File: config.mk
export PLATFORM = sky130hd
export DESIGN_NAME = sat_sqrt_cell
export DESIGN_NICKNAME = d
export VERILOG_FILES = /design/src/hw/rtl/sat_pkg.sv /design/src/hw/rtl/sat_sqrt_cell.sv
export SDC_FILE = /design/constraint.sdc
export NUM_CORES = 1
export LEC_CHECK = 0
export BUFFER_PORTS_ARGS = -buffer_cell sky130_fd_sc_hd__buf_4
export CAP_MARGIN = 30
export CORE_MARGIN = 2
export CORE_UTILIZATION = 30
export CTS_BUF_LIST = sky130_fd_sc_hd__clkbuf_2 sky130_fd_sc_hd__clkbuf_4 sky130_fd_sc_hd__clkbuf_8
export DETAILED_ROUTE_END_ITERATION = 8
export GPL_ROUTABILITY_DRIVEN = 0
export GPL_TIMING_DRIVEN = 0
export SYNTH_ARGS = -nofsm -noshare
export SYNTH_HDL_FRONTEND = slang
export SYNTH_SLANG_ARGS = --single-unit
File: constraint.sdc
create_clock -name i_clk -period 5.4 [get_ports i_clk]
set_clock_uncertainty 0.2 [all_clocks]
set_input_delay 1.62 -clock i_clk [delete_from_list [all_inputs] [get_ports i_clk]]
set_output_delay 1.62 -clock i_clk [all_outputs]
set_load 0.01 [all_outputs]
File: src/hw/rtl/sat_pkg.sv
`timescale 1ns / 1ps
// ----------------------------------------------------------------------------
// sat_pkg: shared types and constants
// Widths, configuration register codes and pipeline payload records for the
// segment attractor falloff weight block.
// ----------------------------------------------------------------------------
package sat_pkg;

    localparam int CoordW    = 32;  // coordinate, gain and weight width
    localparam int DistW     = 31;  // radius and distance width
    localparam int MagW      = 33;  // magnitude of a coordinate difference
    localparam int TBits     = 30;  // projection fraction bits
    localparam int LenW      = 68;  // sum of three MagW x MagW products
    localparam int Dist2W    = 64;  // squared distance
    localparam int RootW     = 64;  // square root working width
    localparam int SqrtSteps = 32;  // one result bit per sqrt cell
    localparam int WQW       = 32;  // weight quotient magnitude width
    localparam int CfgIdxW   = 3;

    typedef enum logic [CfgIdxW-1:0] {
        CFG_ATT_X      = 3'd0,
        CFG_ATT_Y      = 3'd1,
        CFG_ATT_Z      = 3'd2,
        CFG_ATT_RADIUS = 3'd3,
        CFG_ATT_GAIN   = 3'd4
    } t_cfg_idx;

    // geometry carried alongside the projection divider
    typedef struct packed {
        logic [2:0][MagW-1:0] dmag;
        logic [2:0]           dneg;
        logic [2:0][MagW-1:0] vmag;
        logic [2:0]           vneg;
        logic                 full;
    } t_geo;

    // context carried alongside the weight divider
    typedef struct packed {
        logic [WQW-1:0]   num_lo;
        logic             neg;
        logic [DistW-1:0] distance;
        logic             oor;
    } t_wgt;

endpackage

File: src/hw/rtl/sat_sqrt_cell.sv
`timescale 1ns / 1ps
// ----------------------------------------------------------------------------
// sat_sqrt_cell: one integer square root step
// Tries the next result bit against the remainder and registers the updated
// remainder and root for the following cell.
// ----------------------------------------------------------------------------
module sat_sqrt_cell
    import sat_pkg::*;
#(
    parameter int STEP  = 0,
    parameter int PAY_W = 1
) (
    input  logic             i_clk,
    input  logic             i_rst_n,
    input  logic             i_en,
    input  logic             i_vld,
    input  logic [RootW-1:0] i_rem,
    input  logic [RootW-1:0] i_root,
    input  logic [PAY_W-1:0] i_pay,
    output logic             o_vld,
    output logic [RootW-1:0] o_rem,
    output logic [RootW-1:0] o_root,
    output logic [PAY_W-1:0] o_pay
);

    localparam int Sh = RootW - 2 - 2 * STEP;
    localparam logic [RootW-1:0] Bit = {{(RootW-1){1'b0}}, 1'b1} << Sh;

    logic [RootW:0]   w_try;
    logic             w_ge;
    logic             r_vld;
    logic [RootW-1:0] r_rem;
    logic [RootW-1:0] r_root;
    logic [PAY_W-1:0] r_pay;

    assign w_try = {1'b0, i_root} + {1'b0, Bit};
    assign w_ge  = {1'b0, i_rem} >= w_try;

    always_ff @(posedge i_clk) begin
        if (!i_rst_n) begin
            r_vld <= 1'b0;
        end else if (i_en) begin
            r_vld <= i_vld;
        end
    end

    always_ff @(posedge i_clk) begin
        if (i_en) begin
            r_rem  <= w_ge ? (i_rem - w_try[RootW-1:0]) : i_rem;
            r_root <= w_ge ? ((i_root >> 1) + Bit) : (i_root >> 1);
            r_pay  <= i_pay;
        end
    end

    assign o_vld  = r_vld;
    assign o_rem  = r_rem;
    assign o_root = r_root;
    assign o_pay  = r_pay;

endmodule

==> metrics.md <==
| Metric | Value |
|---|---|
| Largest cells by area after synthesis | edfxtp_1 41%, ha_1 8.6%, mux2_4 7.3%, a21oi_1 3.8%, xnor2_1 3.3% |
| Initial antenna violation count | 0 |
| Final std cells w/o fill | 1562 |
| I/O Pins | 263 |
| R2R Setup Slk | 4.62 ns |
| Total negative setup slack | 0 ns |
| Vias/cell | 4.95 |
| Crit path DAT | 4.83 ns |
| Required @ worst endpoint | 5.42 ns |
| Die area | 32900 um^2 |
| Headroom to the max-slew limit | 52.1% |
| Worst Max-Slew Pin Slew | 0.712 ns |
| Cell variety after synth | 88 |
| CTS Buffer Depth | 2 |
| Number of max-cap violations | 0 |
| Synth top cells by count | 129 x edfxtp_1, 79 x inv_1, 72 x a21oi_1, 65 x ha_1, 55 x nand2_1 |
| Core Footprint | 31300 um^2 |
| Pins Over Slew Limit | 0 |
| Seq/Total Area, Yosys | 41.2% |
| Cts repair resizes | 0 |
| Post-route ant nets | 0 |
| Hold Violations, Final | 0 |
| Crit. End Element | flip-flop |
| TritonCTS clock tree | done |
| # hold bufs at CTS | 0 |
| H-Tree Level Count | 4 |
| All-Layer GR Usage | 16.2% |
| DR iter-0 viols | 399 |
| DRT Wirelength | 27000 um |
| Clock Latency Late Sink | 0.47 ns |
| Reg clk slew, reported paths | 0.08 ns |
| Die height | 182 um |
| # rows | 65 |
| Post-synth EDFFs | 129 |
| Post-Syn Instances | 864 |
| WHS Path Cells | 2 |
| Period utilization | 89.0% |
| Final setup viols | 0 |
| Leakage Power | 0.00540 uW |
| Min setup slack post-route | 0.596 ns |
| Largest net degree at the start of global routing | 68 |
| Final instance area | 12400 um^2 |
| Worst path cell trace | buf_4, inv_1, ha_1, fa_1, nand2b_1, a21oi_1, o211ai_1, o211ai_2, a21oi_4, o21ai_0, a211oi_1, xnor2_1, mux2_4 |
| Status | finished, final reports clean |
| GRT overflow | 0 |
| Synth warn | 0 |
| Root buf cell | clkbuf_8 |
| Synthesized area | 9450 um^2 |
| Most common cell in the netlist | edfxtp_1 |
| Post-Syn Area per Cell | 10.9 um^2 |
| Number of buffers created by CTS | 17 |
| Via count | 7732 |
| Drt drc | 0 |
| Reg-to-Reg Start | o_vld |
| Unrepaired setup endpoints after global routing | false |
| First-pass GRT wire length | 41700 um |
| Fraction of registers with async set/reset | 0% |
| Post-Place Setup Slack | 0.218 ns |
| N_diodes | 0 |
| Min cycle time layout | 4.80 ns |
| Dpl cell area | 12000 um^2 |
| Worst hold path class | flip-flop to flip-flop |
| Area Overhead vs Synth | 31.1% |
| Max Clock Freq | 0.208 GHz |
| Reg2Reg Depth | 2 |
| Critical path type | primary input to flip-flop |
| Vias in the first global route | 7792 |
| Layout cells sized above 1 | 37.2% |
| Hold path startpoint | o_vld |
| Setup repair bufs after CTS | 0 |
| Nets | 1346 |
| CP max-delay cell | o21ai_0 |
| Main synth FF type | edfxtp_1 |
| Syn_nets | 1063 |
| Fillcell total | 3103 |
| Share of the synthesized area in the top cell type | 41.0% |
| Power Density | 268 nW/um^2 |
| Cell taking the most area after synthesis | edfxtp_1 |
| Seq cells post-synth | 130 |
| Max stage delay on crit path | 0.51 ns |
| Cells after DPL | 1530 |
| Worst Hold Endpoint | o_vld |
| DP Wirelength | 21600 um |
| Clock Sinks | 130 |
| Avg WL per Cell | 17.3 um |
| Die X | 182 um |
| Port buffer count | 262 |
| Worst setup SP type | primary input |
| CP max FO | 5 |
| VDD IR max | 111 uV |
| Drt first pass iters | 5 |
| Initial core utilization | 30.2% |
| RR Endpoint | o_vld |
-- critical path, delay by kind of cell --
kind,cells,cell delay [ns]
AOI/OAI and AO/OA,6,1.81
and+or+nand+nor,1,0.18
muxes,1,0.27
adders and majority gates,2,0.62
buffers and inverters,2,0.12
xor gates and xnor gates,1,0.19
-- layout make-up --
| class | count | area [um^2] | share of cell area [%] |
|---|---|---|---|
| inverters | 79 | 297 | 2.39 |
| clock buffers | 21 | 270 | 2.18 |
| repair buffers | 264 | 2030 | 16.3 |
| clock inverters | 11 | 138 | 1.11 |
| well taps | 402 | 503 | 4.06 |
| multi-input cells | 624 | 4980 | 40.2 |
| plain buffers | 31 | 282 | 2.27 |
| flip-flops and latches | 130 | 3890 | 31.4 |
-- stage by stage --
step | total power [uW] | util (%) | hold WS (ns)
after floorplan | 2000 | - | 0.338
after global placement | 2410 | 38.1 | 0.301
after detailed placement | 2430 | 38.3 | 0.306
after CTS | 3360 | 39.6 | 0.329
after global routing | 3490 | 39.6 | 0.413
final | 3320 | 39.6 | 0.320
-- state kept, by name, summed over array words and instances (netlist names) --
signal	cells
o_root	64
o_rem	64
o_pay	1
o_vld	1
-- worst max-delay path by stage --
stage,from,depth (start not counted),to
2_1_floorplan,i_root[62],14,o_rem[16]
3_3_place_gp,i_root[29],12,o_rem[56]
3_5_place_dp,i_root[29],12,o_rem[56]
4_1_cts,i_root[29],12,o_rem[56]
5_1_grt,i_root[29],12,o_rem[48]
6_report,i_rem[0],13,o_rem[54]
-- cells in the final DEF, fill, tap and decap left out, drive strengths merged, types with 6 or more instances in the layout --
master	count
edfxtp	129
o31ai	8
buf	292
mux2	61
nand2	56
nor3	14
xnor2	36
a211oi	7
clkbuf	24
a31oi	8
ha	65
a21o	26
o211ai	6
a21oi	80
o21ai	37
inv	79
and2	8
xor2	22
o21a	13
nand3	17
o21bai	17
nand4	23
nor2	44
nand2b	6
-- routing by layer --
metal	global-route usage, %	share of wire [%]	up-vias
li1	-	-	3777
met1	20.3	44	3685
met2	27.6	48	245
met3	4.37	6.5	25
met4	4.33	1.3	0
met5	0	0	-
-- power breakdown --
group	leakage [uW]	total (uW)	switching, uW	internal, uW
clock network	0.000206	922	442	480
logic	0.00392	1130	571	559
registers	0.00127	1270	29.1	1240
-- logic make-up after synthesis --
group	share of synthesized area [%]
buffers and inverters	6.11
AOI/OAI and AO/OA	17.6
and+or+nand+nor	11.3
adders and majority gates	8.81
DFF	41.2
muxes	9.62
xor gates and xnor gates	5.37
No activity file was read; power rests on OpenSTA's default activity.
