`src/hw/rtl/sat_div_cell.sv`:
```
`timescale 1ns / 1ps
// ----------------------------------------------------------------------------
// sat_div_cell: one restoring division step
// Shifts one numerator bit into the partial remainder, subtracts the divisor
// when it fits and appends one quotient bit; registers everything onward.
// ----------------------------------------------------------------------------
module sat_div_cell #(
    parameter int REM_W = 31,
    parameter int Q_W   = 32,
    parameter int PAY_W = 1
) (
    input  logic             i_clk,
    input  logic             i_rst_n,
    input  logic             i_en,
    input  logic             i_vld,
    input  logic [REM_W-1:0] i_rem,
    input  logic [REM_W-1:0] i_den,
    input  logic             i_bit,
    input  logic [Q_W-1:0]   i_q,
    input  logic [PAY_W-1:0] i_pay,
    output logic             o_vld,
    output logic [REM_W-1:0] o_rem,
    output logic [REM_W-1:0] o_den,
    output logic [Q_W-1:0]   o_q,
    output logic [PAY_W-1:0] o_pay
);

    logic [REM_W:0]   w_rem2;
    logic [REM_W:0]   w_diff;
    logic             w_ge;
    logic             r_vld;
    logic [REM_W-1:0] r_rem;
    logic [REM_W-1:0] r_den;
    logic [Q_W-1:0]   r_q;
    logic [PAY_W-1:0] r_pay;

    assign w_rem2 = {i_rem, i_bit};
    assign w_diff = w_rem2 - {1'b0, i_den};
    assign w_ge   = w_rem2 >= {1'b0, i_den};

    always_ff @(posedge i_clk) begin
        if (!i_rst_n) begin
            r_vld <= 1'b0;
        end else if (i_en) begin
            r_vld <= i_vld;
        end
    end

    always_ff @(posedge i_clk) begin
        if (i_en) begin
            r_rem <= w_ge ? w_diff[REM_W-1:0] : w_rem2[REM_W-1:0];
            r_den <= i_den;
            r_q   <= {i_q[Q_W-2:0], w_ge};
            r_pay <= i_pay;
        end
    end

    assign o_vld = r_vld;
    assign o_rem = r_rem;
    assign o_den = r_den;
    assign o_q   = r_q;
    assign o_pay = r_pay;

endmodule

```
`config.mk`:
```
export PLATFORM = sky130hd
export DESIGN_NAME = sat_div_cell
export DESIGN_NICKNAME = d
export VERILOG_FILES = /design/src/hw/rtl/sat_div_cell.sv
export SDC_FILE = /design/constraint.sdc
export NUM_CORES = 1
export LEC_CHECK = 0
export ABC_AREA = 1
export BUFFER_PORTS_ARGS = -buffer_cell sky130_fd_sc_hd__buf_2
export CAP_MARGIN = 40
export CORE_ASPECT_RATIO = 1.1
export CORE_MARGIN = 4
export CORE_UTILIZATION = 47
export DETAILED_ROUTE_END_ITERATION = 16
export PLACE_DENSITY = 0.78
export SETUP_SLACK_MARGIN = 0.05
export SLEW_MARGIN = 20
export SYNTH_ARGS = -nofsm -noshare
export SYNTH_HDL_FRONTEND = slang
export SYNTH_SLANG_ARGS = --single-unit
```
`constraint.sdc`:
```
create_clock -name i_clk -period 2.1 [get_ports i_clk]
set_clock_uncertainty 0.2 [all_clocks]
set_input_delay 0 -clock i_clk [delete_from_list [all_inputs] [get_ports i_clk]]
set_output_delay 0 -clock i_clk [all_outputs]
set_load 0.05 [all_outputs]
```
==> results of run 1 <==
## what timing repair did
action                                 in CTS  in global routing
gates resized for setup                     0                  0
buffers inserted                            0                  0
hold buffers                               97                  0
endpoints found under the hold margin     123                  0
## critical path, cell delays in order
cell and delay, ns:
dlygate4sd3_1 0.53, buf_4 0.40, buf_12 0.29, o21ai_0 0.10, a21oi_1 0.12, dlygate4sd3_1 0.55
## per-layer routing
layer / share of wire [%] / global-route usage, % / vias up / routed length, um
met3: 6.6 / 3.340 / 31 / 1102
met1: 42 / 29.14 / 2549 / 7053
met4: 2.2 / 8.328 / 0 / 367
met5: 0 / 0 / - / 0
met2: 49 / 40.16 / 184 / 8301
li1: - / - / 2930 / -
## flip-flops by register name (all words and copies together) (netlist names)
register	count
o_vld	1
o_q	32
o_rem	31
o_den	31
o_pay	1
## layout make-up
type / instances / area [um^2] / share of cell area (%)
tap: 157 / 196.4 / 2.288
sequential: 96 / 2873 / 33.45
multi-input combinational: 470 / 2461 / 28.66
clock inverter: 5 / 38.79 / 0.4517
timing repair buffer: 321 / 2220 / 25.85
clock buffer: 11 / 242.7 / 2.827
inverter: 148 / 555.5 / 6.469
## power breakdown
| group | internal [mW] | leakage (nW) | switching (mW) |
|---|---|---|---|
| registers | 2.34 | 0.938 | 0.0453 |
| clock network | 0.845 | 0.137 | 0.732 |
| logic | 0.669 | 3.42 | 1.43 |
| total | 3.86 | 4.50 | 2.21 |
## Yosys cell counts, drive strengths merged (2+ instances only)
library cell,n
buf,9
and2,2
or2,2
ha,31
o21bai,3
o21ai,4
nand3b,3
nand2,262
inv,148
nand3,77
nor2,42
nand4,7
nor3,2
xor2,13
a21oi,18
edfxtp,95
## cells by family (layout without fill, tap and decap cells)
group,count (synthesis),in the layout,share of synthesized area [%]
AOI/OAI and AO/OA,26,26,2.527
xor gates and xnor gates,14,14,2.047
adders and majority gates,32,32,6.809
buffers and inverters,157,485,10.96
DFF,96,96,47.95
and+or+nand+nor,398,398,29.70
## stage by stage
stage | cell area [um^2] | hold slack, ns | std cells | setup WS (ns)
2_1_floorplan | 5991 | -0.1065 | 723 | 0.1139
3_3_place_gp | 7335 | -0.02333 | 1095 | 0.04677
3_5_place_dp | 7335 | -0.02187 | 1095 | -0.03052
4_1_cts | 8587 | 0.01155 | 1208 | 0.1995
5_1_grt | 8587 | 0.08187 | 1208 | 0.06621
6_report | 8587 | 0.01481 | 1208 | 0.2135
## worst paths after layout
path | startpoint | endpoint | slack, ns | cells past startpoint
setup / recovery | i_en | o_vld$_SDFFE_PN0P_ | 0.21 | 6
hold / removal | i_den[0] | o_rem[0]$_DFFE_PP_ | 0.01 | 5
setup reg to reg | o_vld$_SDFFE_PN0P_ | o_vld$_SDFFE_PN0P_ | 0.71 | 3
hold reg to reg | o_vld$_SDFFE_PN0P_ | o_vld$_SDFFE_PN0P_ | 0.91 | 3
==> impl_metrics.prom, run 1 <==
# TYPE chip_impl_metric gauge
chip_impl_info{name="status",value="completed"} 1
chip_impl_metric{name="yosysSeqAreaShare",unit="%"} 47.95
chip_impl_metric{name="cts_max_path_buffers",unit=""} 2
chip_impl_metric{name="synth-warning-count",unit=""} 0
chip_impl_metric{name="drive_above_1_share",unit="%"} 26.55
chip_impl_metric{name="detailedRoute.firstPassIterationCount",unit=""} 5
chip_impl_metric{name="grt_overflow_total",unit=""} 0
chip_impl_metric{name="worst-path-max-fanout",unit=""} 40
chip_impl_metric{name="coreArea",unit="um^2"} 12540
chip_impl_metric{name="place_congestion",unit=""} 0.9099
chip_impl_info{name="synth_area_leader_cell",value="edfxtp_1"} 1
chip_impl_metric{name="fmaxAchievable",unit="MHz"} 530.1
chip_impl_metric{name="cts_htree_levels",unit=""} 3
chip_impl_metric{name="period_share",unit="%"} 89.83
chip_impl_metric{name="die_h",unit="um"} 126.4
chip_impl_info{name="cts_tree",value="yes"} 1
chip_impl_metric{name="die_width",unit="um"} 115.6
chip_impl_metric{name="die-area",unit="um^2"} 14620
chip_impl_metric{name="floorplan.initialDensity",unit="%"} 47.79
chip_impl_metric{name="yosysUniqueCellTypes",unit=""} 34
chip_impl_metric{name="drc_errors",unit=""} 0
chip_impl_metric{name="fin_util",unit="%"} 68.50
chip_impl_metric{name="max_cap_viol_count",unit=""} 0
chip_impl_metric{name="wire_length_of_the_first_global_routing_pass",unit="mm"} 26.79
chip_impl_metric{name="post_drt_wl_per_cell",unit="um"} 13.93
chip_impl_metric{name="synth.ff_latch_count",unit=""} 96
chip_impl_info{name="synth_top_flop_cell",value="edfxtp_1"} 1
chip_impl_metric{name="antenna_left",unit=""} 0
chip_impl_info{name="layout_commonest_cell",value="nand2_1"} 1
chip_impl_metric{name="leakagePower",unit="nW"} 4.497
chip_impl_metric{name="first_global_vias",unit=""} 5702
chip_impl_metric{name="critPathArrivalTime",unit="ns"} 1.99
chip_impl_metric{name="number_of_fill_cells_in_the_layout",unit=""} 1041
chip_impl_info{name="worstSetupPathType",value="primary input to register"} 1
chip_impl_metric{name="postSynthCellCount",unit=""} 723
chip_impl_metric{name="numCtsBuffers",unit=""} 9
chip_impl_metric{name="syn_area_per_cell",unit="um^2"} 8.286
chip_impl_metric{name="max_slew_vio_count",unit=""} 0
chip_impl_metric{name="fin_setup_tns",unit="ns"} 0
chip_impl_metric{name="drt-total-wl",unit="mm"} 16.82
chip_impl_info{name="start_kind",value="primary input"} 1
chip_impl_metric{name="antennaDiodeCount",unit=""} 0
chip_impl_metric{name="relSlewSlack",unit="%"} 70.10
chip_impl_metric{name="period_needed",unit="ns"} 1.886
chip_impl_metric{name="nets",unit=""} 1178
chip_impl_metric{name="dpl.hpwl",unit="mm"} 12.44
chip_impl_info{name="rsz0062_at_grt",value="false"} 1
chip_impl_metric{name="grt_max_degree",unit=""} 41
chip_impl_metric{name="worst_skew_pair.late_latency",unit="ns"} 0.36
chip_impl_metric{name="grt_antenna_before_repair",unit=""} 0
chip_impl_metric{name="report.final.setup_viol",unit=""} 0
chip_impl_metric{name="synthArstFlopShare",unit="%"} 0
chip_impl_metric{name="power_per_cell_area",unit="nW/um^2"} 706.8
chip_impl_metric{name="tightestPinTransition",unit="ns"} 0.4485
chip_impl_info{name="cts_root_buffer",value="clkbuf_16"} 1
chip_impl_metric{name="synth_top_area_share",unit="%"} 47.62
chip_impl_info{name="path_class_of_the_lowest_slack_min_delay_path",value="primary input to register"} 1
chip_impl_metric{name="critical_path_required",unit="ns"} 2.20
chip_impl_metric{name="floorplan.rows",unit=""} 43
chip_impl_metric{name="io_pins",unit=""} 196
chip_impl_metric{name="vias",unit=""} 5694
chip_impl_metric{name="portbufs",unit=""} 194
chip_impl_info{name="leading_post_synthesis_cells_by_cell_area",value="edfxtp_1, nand2_1, inv_1, ha_1, nand3_1"} 1
chip_impl_metric{name="clkSlewWorstSetupHoldPaths",unit="ns"} 0.07
chip_impl_info{name="setup.worst_path.end_class",value="register"} 1
chip_impl_metric{name="finalHoldViolCount",unit=""} 0
chip_impl_metric{name="synth-edff-count",unit=""} 95
chip_impl_metric{name="drtIter0Drc",unit=""} 344
chip_impl_metric{name="clock_sinks",unit=""} 96
chip_impl_info{name="most-common-layout-cells",value="nand2_1, buf_2, inv_1"} 1
chip_impl_metric{name="ir_drop",unit="mV"} 0.6258
chip_impl_metric{name="syn_to_final_growth",unit="%"} 43.34
chip_impl_metric{name="gr_util_all_layers",unit="%"} 23.10
chip_impl_metric{name="drt-vias-per-instance",unit=""} 4.714
chip_impl_metric{name="mappedNetlistNets",unit=""} 855
chip_impl_metric{name="netlist_area",unit="um^2"} 5991
chip_impl_metric{name="finalPower",unit="mW"} 6.069
Power figures use the tool's default switching activity.
==> inputs of run 2 (changes only) <==
Settings changed: CELL_PAD_IN_SITES_DETAIL_PLACEMENT set to 1, CELL_PAD_IN_SITES_GLOBAL_PLACEMENT set to 2, CORE_UTILIZATION 47 to 27, CTS_BUF_LIST set to sky130_fd_sc_hd__clkbuf_8, CTS_CLUSTER_DIAMETER set to 40, PLACE_DENSITY 0.78 to unset, PLACE_DENSITY_LB_ADDON set to 0.1.
==> run 2 against run 1 <==
  * The flow now finishes with violations (negative hold slack)
  * Cell area increased by 3.1%
  * Combinational power increased by 5%
  * Count of clock-buffer cells in the layout decreased by 2
  * Via count increased by 1.8%
  * Critical path depth increased by 8
  * Hold slack got worse by 0.023 ns
  * Final cell count increased by 13%
  * Non-clock buffer count increased by 22
  * Fmax increased by 1.1%
  * Sequential power about the same
  * Die area increased by 69%
  * Global-route usage decreased by 5.9 points
==> impl_metrics.prom, run 2 (same netlist as run 1, synthesis figures left out) <==
# TYPE chip_impl_metric gauge
chip_impl_info{name="status",value="finished, violations left"} 1
chip_impl_info{name="failed_checks",value="negative hold slack"} 1
chip_impl_metric{name="finish.instance_area",unit="um^2"} 8850
chip_impl_metric{name="nets",unit=""} 1200
chip_impl_metric{name="grt_overflow_total",unit=""} 0
chip_impl_metric{name="drt-vias-per-instance",unit=""} 4.253
chip_impl_metric{name="grt_antenna_before_repair",unit=""} 0
chip_impl_metric{name="leakagePower",unit="nW"} 4.572
chip_impl_metric{name="io_pins",unit=""} 196
chip_impl_metric{name="die_h",unit="um"} 164.2
chip_impl_metric{name="relSlewSlack",unit="%"} 63.85
chip_impl_metric{name="critPathArrivalTime",unit="ns"} 1.81
chip_impl_metric{name="dpl.hpwl",unit="mm"} 16.18
chip_impl_metric{name="wire_length_of_the_first_global_routing_pass",unit="mm"} 33.20
chip_impl_metric{name="whs",unit="ns"} -0.007866
chip_impl_metric{name="postcts_resize_cnt",unit=""} 0
chip_impl_metric{name="period_needed",unit="ns"} 1.867
chip_impl_metric{name="die-area",unit="um^2"} 24640
chip_impl_metric{name="grt_max_degree",unit=""} 98
chip_impl_metric{name="cts_max_path_buffers",unit=""} 2
chip_impl_metric{name="placedInstanceArea",unit="um^2"} 7659
chip_impl_metric{name="fin_setup_tns",unit="ns"} 0
chip_impl_metric{name="post_drt_wl_per_cell",unit="um"} 15.37
chip_impl_info{name="layout_commonest_cell",value="nand2_1"} 1
chip_impl_metric{name="fmaxAchievable",unit="MHz"} 535.7
chip_impl_info{name="start_kind",value="primary input"} 1
chip_impl_metric{name="drc_errors",unit=""} 0
chip_impl_info{name="cts_tree",value="yes"} 1
chip_impl_metric{name="clock_sinks",unit=""} 96
chip_impl_metric{name="antenna_left",unit=""} 0
chip_impl_metric{name="clkSlewWorstSetupHoldPaths",unit="ns"} 0.10
chip_impl_metric{name="worst-path-max-fanout",unit=""} 29
chip_impl_metric{name="floorplan.rows",unit=""} 56
chip_impl_metric{name="coreArea",unit="um^2"} 21580
chip_impl_metric{name="syn_to_final_growth",unit="%"} 47.72
chip_impl_metric{name="report.final.setup_viol",unit=""} 0
chip_impl_metric{name="power_per_cell_area",unit="nW/um^2"} 664.2
chip_impl_metric{name="place_congestion",unit=""} 0.8030
chip_impl_metric{name="ir_drop",unit="mV"} 0.3741
chip_impl_info{name="path_class_of_the_lowest_slack_min_delay_path",value="primary input to register"} 1
chip_impl_metric{name="first_global_vias",unit=""} 6440
chip_impl_metric{name="cts_hold_buf",unit=""} 96
chip_impl_metric{name="number_of_flip_flops_in_the_largest_register",unit=""} 32
chip_impl_metric{name="tightestPinTransition",unit="ns"} 0.5422
chip_impl_metric{name="register_area",unit="um^2"} 2873
chip_impl_metric{name="gr_util_all_layers",unit="%"} 17.20
chip_impl_metric{name="finalHoldViolCount",unit=""} 2
chip_impl_info{name="worstSetupPathType",value="primary input to register"} 1
chip_impl_metric{name="max_cap_viol_count",unit=""} 0
chip_impl_metric{name="drtIter0Drc",unit=""} 164
chip_impl_metric{name="fin_util",unit="%"} 41.01
chip_impl_metric{name="post_cts.repair.setup_buffers",unit=""} 0
chip_impl_info{name="cts_root_buffer",value="clkbuf_8"} 1
chip_impl_info{name="rsz0062_at_grt",value="false"} 1
chip_impl_metric{name="period_share",unit="%"} 88.90
chip_impl_metric{name="drive_above_1_share",unit="%"} 28.05
chip_impl_metric{name="vias",unit=""} 5797
chip_impl_metric{name="die_width",unit="um"} 150.0
chip_impl_metric{name="antennaDiodeCount",unit=""} 0
chip_impl_metric{name="portbufs",unit=""} 194
chip_impl_metric{name="detailedRoute.firstPassIterationCount",unit=""} 4
chip_impl_metric{name="numCtsBuffers",unit=""} 9
chip_impl_metric{name="multi_input_area",unit="um^2"} 2461
chip_impl_metric{name="max_slew_vio_count",unit=""} 0
chip_impl_metric{name="critical_path_required",unit="ns"} 2.04
chip_impl_metric{name="worst_skew_pair.late_latency",unit="ns"} 0.39
chip_impl_metric{name="floorplan.initialDensity",unit="%"} 27.76
chip_impl_metric{name="number_of_fill_cells_in_the_layout",unit=""} 2701
chip_impl_metric{name="drt-total-wl",unit="mm"} 20.94
chip_impl_info{name="setup.worst_path.end_class",value="register"} 1
chip_impl_metric{name="cts_htree_levels",unit=""} 3
chip_impl_info{name="most-common-layout-cells",value="nand2_1, buf_2, inv_1"} 1
-- run 2: area by class of cell --
type | count | share of cell area [%]
flip-flops and latches | 96 | 32.46
multi-input cells | 470 | 27.81
repair buffers | 343 | 26.98
inverters | 148 | 6.277
well taps | 290 | 4.100
clock buffers | 9 | 1.400
clock inverters | 7 | 0.9755
-- run 2: stage by stage --
step           cells  hold slack [ns]  worst slack [ns]  power, mW
3_5_place_dp    1249         -0.02117           -0.1896      4.517
6_report        1363        -0.007866            0.2332      5.878
5_1_grt         1363        -0.002644            0.1146      6.245
2_1_floorplan    723          -0.1065            0.1139      3.816
3_3_place_gp    1249         -0.02314           -0.1088      4.484
4_1_cts         1361          -0.2741            0.2218      5.996
-- run 2: path summary, 6_finish.rpt --
check / end / slack (ns) / cells after the start / startpoint
setup / recovery: o_rem[18]$_DFFE_PP_ / 0.23 / 14 / i_den[0]
hold / removal: o_rem[30]$_DFFE_PP_ / -0.008 / 5 / i_rem[29]
setup reg to reg: o_vld$_SDFFE_PN0P_ / 0.61 / 3 / o_vld$_SDFFE_PN0P_
hold reg to reg: o_vld$_SDFFE_PN0P_ / 0.98 / 3 / o_vld$_SDFFE_PN0P_
-- run 2: routing by layer --
layer / track usage, % / part of all wire (%)
met1: 20.21 / 41
met2: 32.84 / 53
met3: 2.511 / 4.3
met4: 3.744 / 1.4
met5: 0 / 0
-- run 2: power breakdown --
part,total [mW],switching [mW],internal [mW]
clock,1.29,0.809,0.484
combinational,2.20,1.48,0.712
sequential,2.39,0.0476,2.34
total,5.88,2.34,3.54
-- run 2: worst max-delay path, stage by stage --
cell     delay, ns
buf_2         0.11
ha_1          0.23
fa_1          0.39
inv_1         0.11
nand2_1       0.08
nand2_1       0.13
nand3_2       0.08
nand2_2       0.08
nand2_2       0.06
nand3_2       0.06
nand2_2       0.09
buf_12        0.21
nand3_1       0.10
nand2_1       0.07
